==> config.mk <==
export PLATFORM = sky130hd
export DESIGN_NAME = aph_shape
export DESIGN_NICKNAME = d
export VERILOG_FILES = /design/src/hw/rtl/aph_pkg.sv /design/src/hw/rtl/aph_shape.sv
export SDC_FILE = /design/constraint.sdc
export NUM_CORES = 2
export LEC_CHECK = 0
export BUFFER_PORTS_ARGS = -buffer_cell sky130_fd_sc_hd__buf_2
export CORE_ASPECT_RATIO = 1.4
export CORE_MARGIN = 2
export CORE_UTILIZATION = 23
export DETAILED_ROUTE_END_ITERATION = 16
export GPL_TIMING_DRIVEN = 1
export PLACE_DENSITY = 0.4
export SKIP_LAST_GASP = 1
export SLEW_MARGIN = 20
export SYNTH_ARGS = -nofsm -noshare
export SYNTH_HDL_FRONTEND = slang
export SYNTH_SLANG_ARGS = --single-unit
==> constraint.sdc <==
create_clock -name clk -period 6.8 [get_ports clk]
set_input_delay 0.68 -clock clk [delete_from_list [all_inputs] [get_ports clk]]
set_output_delay 0.68 -clock clk [all_outputs]
set_load 0.01 [all_outputs]
==> src/hw/rtl/aph_pkg.sv <==
// Shared constants, types and helpers of the autopilot hold block.
`timescale 1ns / 1ps
`default_nettype none

package aph_pkg;

  // Angle arithmetic width: holds any difference of two 16-bit angles
  localparam int ANG_W = 18;
  localparam logic signed [ANG_W-1:0] HALF_TURN = 18'sd23040;
  localparam logic signed [ANG_W-1:0] FULL_TURN = 18'sd46080;

  // Fixed glide-slope band of 10 degrees
  localparam logic [14:0] SLOPE_BAND = 15'd1280;

  // Quotient bits of the band scaling divide
  localparam int DIV_STEPS = 15;

  // Configuration port
  localparam int CFG_INDEX_W = 3;
  localparam int CFG_DATA_W  = 16;

  localparam logic [CFG_INDEX_W-1:0] REG_MODE             = 3'd0;
  localparam logic [CFG_INDEX_W-1:0] REG_TARGET_HEADING   = 3'd1;
  localparam logic [CFG_INDEX_W-1:0] REG_ROLL_OUT_BAND    = 3'd2;
  localparam logic [CFG_INDEX_W-1:0] REG_MAX_ROLL         = 3'd3;
  localparam logic [CFG_INDEX_W-1:0] REG_MAX_AILERON      = 3'd4;
  localparam logic [CFG_INDEX_W-1:0] REG_ROLL_SMOOTH_BAND = 3'd5;
  localparam logic [CFG_INDEX_W-1:0] REG_TARGET_SLOPE     = 3'd6;
  localparam logic [CFG_INDEX_W-1:0] REG_MAX_ELEVATOR     = 3'd7;

  // Mode codes
  localparam logic [1:0] MODE_OFF     = 2'd0;
  localparam logic [1:0] MODE_HEADING = 2'd1;
  localparam logic [1:0] MODE_GLIDE   = 2'd2;
  localparam logic [1:0] MODE_INVALID = 2'd3;

  // Surface codes
  localparam logic [1:0] SURF_NONE     = 2'd0;
  localparam logic [1:0] SURF_AILERON  = 2'd1;
  localparam logic [1:0] SURF_ELEVATOR = 2'd2;

  // Status codes
  localparam logic STAT_OK      = 1'b0;
  localparam logic STAT_INVALID = 1'b1;

  // Per-item tag that rides along the shaping pipelines.
  // aux: roll angle before the first shaper, finished elevator command after it.
  typedef struct packed {
    logic [1:0]         surface;
    logic               status;
    logic signed [15:0] aux;
  } side_t;

  // One stage of the restoring divider plus the final-select context
  typedef struct packed {
    logic [15:0] rem;
    logic [14:0] low;
    logic [14:0] quo;
    logic [15:0] den;
    logic [14:0] maxv;
    logic        neg;
    logic        sat;
    logic        zero;
    side_t       side;
  } div_stage_t;

  // One-step wrap into (-180, 180] degrees
  function automatic logic signed [ANG_W-1:0] wrap_angle(input logic signed [ANG_W-1:0] a);
    logic signed [ANG_W-1:0] a1;
    a1 = (a > HALF_TURN) ? a - FULL_TURN : a;
    return (a1 <= -HALF_TURN) ? a1 + FULL_TURN : a1;
  endfunction

endpackage

`default_nettype wire

==> src/hw/rtl/aph_shape.sv <==
// Saturated linear map y = round(x * maxv / band), pipelined over 19 stages.
`timescale 1ns / 1ps
`default_nettype none

module aph_shape (
  input  logic                             clk,
  input  logic                             rst,
  input  logic                             en,
  input  logic                             in_valid,
  input  logic signed [aph_pkg::ANG_W-1:0] x,
  input  logic [14:0]                      band,
  input  logic [14:0]                      maxv,
  input  aph_pkg::side_t                   side_in,
  output logic                             out_valid,
  output logic signed [15:0]               y,
  output aph_pkg::side_t                   side_out
);
  import aph_pkg::*;

  // Stage A: magnitude, sign and band flags
  logic [ANG_W-1:0] ax;
  logic             a_valid;
  logic [14:0]      a_ax;
  logic [14:0]      a_band;
  logic [14:0]      a_maxv;
  logic             a_neg;
  logic             a_sat;
  logic             a_zero;
  side_t            a_side;

  // Stage B: product
  logic             b_valid;
  logic [29:0]      b_prod;
  logic [14:0]      b_band;
  logic [14:0]      b_maxv;
  logic             b_neg;
  logic             b_sat;
  logic             b_zero;
  side_t            b_side;

  // Stage C and divider stages
  logic [31:0]      num;
  logic             d_valid [DIV_STEPS+1];
  div_stage_t       d_stg   [DIV_STEPS+1];
  div_stage_t       d_nxt   [DIV_STEPS];
  logic [16:0]      trial;
  logic [14:0]      mag;

  assign ax = x[ANG_W-1] ? ANG_W'(-x) : ANG_W'(x);

  always_ff @(posedge clk) begin
    if (rst) begin
      a_valid <= 1'b0;
    end else if (en) begin
      a_valid <= in_valid;
    end
  end

  always_ff @(posedge clk) begin
    if (en) begin
      a_ax   <= ax[14:0];
      a_band <= band;
      a_maxv <= maxv;
      a_neg  <= x[ANG_W-1];
      a_sat  <= ax > {3'b000, band};
      a_zero <= band == 15'd0;
      a_side <= side_in;
    end
  end

  // Stage B: magnitude times full-scale
  always_ff @(posedge clk) begin
    if (rst) begin
      b_valid <= 1'b0;
    end else if (en) begin
      b_valid <= a_valid;
    end
  end

  always_ff @(posedge clk) begin
    if (en) begin
      b_prod <= 30'(a_ax) * 30'(a_maxv);
      b_band <= a_band;
      b_maxv <= a_maxv;
      b_neg  <= a_neg;
      b_sat  <= a_sat;
      b_zero <= a_zero;
      b_side <= a_side;
    end
  end

  // Stage C: rounding numerator 2*p + band over 2*band
  assign num = {1'b0, b_prod, 1'b0} + {17'd0, b_band};

  // Restoring divide, one quotient bit per stage
  always_comb begin
    for (int k = 0; k < DIV_STEPS; k++) begin
      d_nxt[k]     = d_stg[k];
      d_nxt[k].low = {d_stg[k].low[13:0], 1'b0};
      trial        = {d_stg[k].rem, d_stg[k].low[14]};
      if (trial >= {1'b0, d_stg[k].den}) begin
        d_nxt[k].rem = 16'(trial - {1'b0, d_stg[k].den});
        d_nxt[k].quo = {d_stg[k].quo[13:0], 1'b1};
      end else begin
        d_nxt[k].rem = trial[15:0];
        d_nxt[k].quo = {d_stg[k].quo[13:0], 1'b0};
      end
    end
  end

  always_ff @(posedge clk) begin
    if (rst) begin
      for (int k = 0; k <= DIV_STEPS; k++) begin
        d_valid[k] <= 1'b0;
      end
    end else if (en) begin
      d_valid[0] <= b_valid;
      for (int k = 1; k <= DIV_STEPS; k++) begin
        d_valid[k] <= d_valid[k-1];
      end
    end
  end

  // Quotient fits 15 bits inside the band, so the top bits start below the divisor
  always_ff @(posedge clk) begin
    if (en) begin
      d_stg[0].rem  <= num[30:15];
      d_stg[0].low  <= num[14:0];
      d_stg[0].quo  <= '0;
      d_stg[0].den  <= {b_band, 1'b0};
      d_stg[0].maxv <= b_maxv;
      d_stg[0].neg  <= b_neg;
      d_stg[0].sat  <= b_sat;
      d_stg[0].zero <= b_zero;
      d_stg[0].side <= b_side;
      for (int k = 1; k <= DIV_STEPS; k++) begin
        d_stg[k] <= d_nxt[k-1];
      end
    end
  end

  // Stage E: saturate, zero band, restore sign
  always_comb begin
    if (d_stg[DIV_STEPS].sat) begin
      mag = d_stg[DIV_STEPS].maxv;
    end else if (d_stg[DIV_STEPS].zero) begin
      mag = '0;
    end else begin
      mag = d_stg[DIV_STEPS].quo;
    end
  end

  always_ff @(posedge clk) begin
    if (rst) begin
      out_valid <= 1'b0;
    end else if (en) begin
      out_valid <= d_valid[DIV_STEPS];
    end
  end

  always_ff @(posedge clk) begin
    if (en) begin
      y        <= d_stg[DIV_STEPS].neg ? -$signed({1'b0, mag}) : $signed({1'b0, mag});
      side_out <= d_stg[DIV_STEPS].side;
    end
  end

endmodule

`default_nettype wire

==> impl_metrics.py <==
metrics = {
    "grt": {
        "use_met2": 0.181,
        "grt_max_degree": 159,
        "grt_pass1_vias": 38510,
        "grtUsageMet3": 0.0159,
        "gr-total-overflow": 0,
        "gr-max-usage-layer": "met2",
        "use_met1": 0.0932,
        "grt_pass1_wl_um": 216000,
        "grt_usage": 0.0926,
        "grt_antenna_before_repair": 5,
    },
    "logic_synthesis": {
        "yosysTopAreaCell": "edfxtp_1",
        "synth.top_cell.area_share": 0.660,
        "ys.flop_type": "edfxtp_1",
        "synth-seq-cells": 1485,
        "synth_area_leaders": "edfxtp_1 (66%), ha_1 (6.5%), fa_1 (5.4%)",
        "synth_nets": 5210,
        "synth_edf_count": 1482,
        "netlist_instances": 4608,
        "syn_area_per_cell_um2": 14.6,
        "ys_warn_count": 0,
        "ys_seq_area_frac": 0.660,
        "ys_types": 85,
        "syn_area_um2": 67500,
        "async_flop_share": 0,
    },
    "placement": {
        "placed_area_um2": 73100,
        "gp_congestion": 0.831,
        "port_buffers": 106,
        "post-dp-hpwl_um": 98900,
    },
    "critical_path": {
        "end_kind": "flop",
        "cp.arrival_ns": 6.98,
        "r2r-start": "a_maxv[4]$_DFFE_PP_",
        "path_class": "flop to flop",
        "crit_start": "a_maxv[4]$_DFFE_PP_",
        "startpoint_type": "flop",
        "worstPathMaxFanout": 11,
        "reg2reg_slack_ns": 0.31,
        "critPathRequiredTime_ns": 7.29,
    },
    "cells_and_area": {
        "nFillCells": 29939,
        "drive_gt1_frac": 0.108,
        "nets": 5515,
        "final_area_um2": 79000,
        "multiInputGateArea_um2": 20700,
        "syn2layout_area_growth_pct": 17.1,
        "mostFrequentLayoutCell": "edfxtp_1",
        "seqCellArea_um2": 44600,
        "layout_common_cells": "edfxtp_1 (1482), inv_1 (501), ha_1 (349)",
    },
    "detailed_routing": {
        "drc": 0,
        "firstDrtPassIters": 5,
        "wire_per_inst_um": 15.4,
        "drtAntennaViolNets": 0,
        "num_vias": 35746,
        "wl_um": 138000,
        "drtIter0Drc": 1805,
        "viasPerCell": 3.99,
    },
    "die": {
        "dieArea_um2": 298000,
        "ios": 107,
        "dieHeight_um": 645,
        "rows": 235,
        "fp.dieW_um": 462,
        "coreArea_um2": 292000,
        "initial_utilization": 0.231,
    },
    "power": {
        "power_density_nw_per_um2": 489,
        "vdd_drop_max_mv": 0.701,
        "leakagePower_nw": 30.0,
    },
    "timing": {
        "rsz0062_at_grt": "false",
        "fin_crit_ns": 6.49,
        "slew_headroom": 0.299,
        "post-route-period-util": 0.954,
        "setup_violations": 0,
        "clock_skew_ns": 0.0798,
        "hold_viol": 0,
        "timing.hold.ws_ns": 0.0991,
        "setup_tns_ns": 0,
        "worst_pin_slew_ns": 1.05,
        "drv_slew": 0,
        "max_freq_ghz": 0.154,
    },
    "clock_network": {
        "htreeDepth": 4,
        "cts_tree": "yes",
        "path_clk_slew_ns": 0.05,
        "cts-root-buf": "clkbuf_16",
        "numCtsBuffers": 178,
        "cts.path.max_buffers": 4,
        "cts_num_sinks": 1485,
        "clk_latency_ns": 0.83,
    },
    "outcome": {
        "outcome": "finished clean",
    },
    "run": {
        "drv_cap": 0,
    },
    "hold_path": {
        "worstHoldStart": "side_in[8]",
        "hold_class": "primary input to flop",
    },
}
[cells by family after synthesis]
kind of cell             count (synthesis)  share of synthesized area
AO/OA/AOI/OAI                          771                     0.0731
buffers and inverters                  586                     0.0339
flip-flops                            1485                      0.660
XOR/XNOR                               214                     0.0278
AND/OR/NAND/NOR                        918                     0.0689
adder cells (fa/ha/maj)                531                      0.119
multiplexers                           103                     0.0172
[state kept, by name, indices dropped and copies added (netlist names), 15 cells and up]
register,cells
y,16
b_side,19
d_stg,1282
side_out,19
a_band,15
b_prod,30
a_ax,15
d_valid,16
b_maxv,15
b_band,15
a_maxv,15
a_side,19
[per-layer routing]
layer  part of all wire  wire length (um)
met2               0.55             76500
met3              0.034              4710
met4              0.047              6470
met5           0.000051                 7
met1               0.37             50500
[timing repair]
action / in CTS / in global routing
setup buffers: 0 / 12
endpoints found under the hold margin: 26 / 0
resized for setup: 0 / 1
hold buffers: 26 / 0
setup endpoints to repair: 0 / 2
[area by class of cell]
type                    count  share of cell area
well taps                3910              0.0619
clock buffers             210              0.0586
repair buffers            209              0.0185
flip-flops and latches   1485               0.564
clock inverters            99              0.0118
diodes                      2           0.0000633
multi-input cells        2537               0.261
inverters                 502              0.0238
[cells in the mapped netlist, drive strengths merged (43+ instances only)]
| library cell | n |
|---|---|
| xor2 | 79 |
| nor2 | 172 |
| o21ai | 211 |
| ha | 349 |
| fa | 182 |
| and2 | 154 |
| a21o | 96 |
| clkbuf | 63 |
| inv | 502 |
| edfxtp | 1482 |
| nor2b | 56 |
| xnor2 | 135 |
| nand2 | 258 |
| nand2b | 55 |
| a21oi | 203 |
| nor3 | 43 |
| nand3 | 43 |
| mux2 | 83 |
[path summary, 6_finish.rpt]
check | endpoint | depth (start not counted)
max reg2reg | b_prod[25]$_DFFE_PP_ | 20
min | a_side[8]$_DFFE_PP_ | 1
max | b_prod[25]$_DFFE_PP_ | 20
min reg2reg | b_side[17]$_DFFE_PP_ | 0
[worst max-delay path: stages, from the launching register on]
cell and delay (ns):
edfxtp_1 0.54, and2_1 0.25, fa_1 0.50, inv_1 0.05, fa_1 0.52, inv_1 0.05
fa_1 0.52, fa_1 0.46, fa_1 0.57, inv_1 0.06, fa_1 0.53, inv_1 0.04
ha_1 0.36, and3_1 0.23, and2_1 0.17, a22o_1 0.18, a21o_1 0.17, o41a_1 0.39
a21oi_1 0.29, o21ai_0 0.14, xor2_1 0.15
[report_power, final]
group / total [mW] / switching, mW / internal (mW) / leakage, nW
combinational: 16.4 / 9.51 / 6.90 / 12.7
sequential: 13.1 / 0.650 / 12.5 / 14.5
clock: 9.13 / 3.67 / 5.47 / 2.71
[stage by stage]
stage | setup slack [ns] | total power, mW | util | cells
final | 0.312 | 38.7 | 0.270 | 8954
after global placement | 0.267 | 29.9 | 0.250 | 8605
after detailed placement | 0.227 | 30.0 | 0.250 | 8605
after CTS | 0.127 | 39.6 | 0.270 | 8940
after global routing | 0.0105 | 41.7 | 0.270 | 8954
after floorplan | 0.695 | 24.9 | - | 4608
Power figures use the tool's default switching activity.
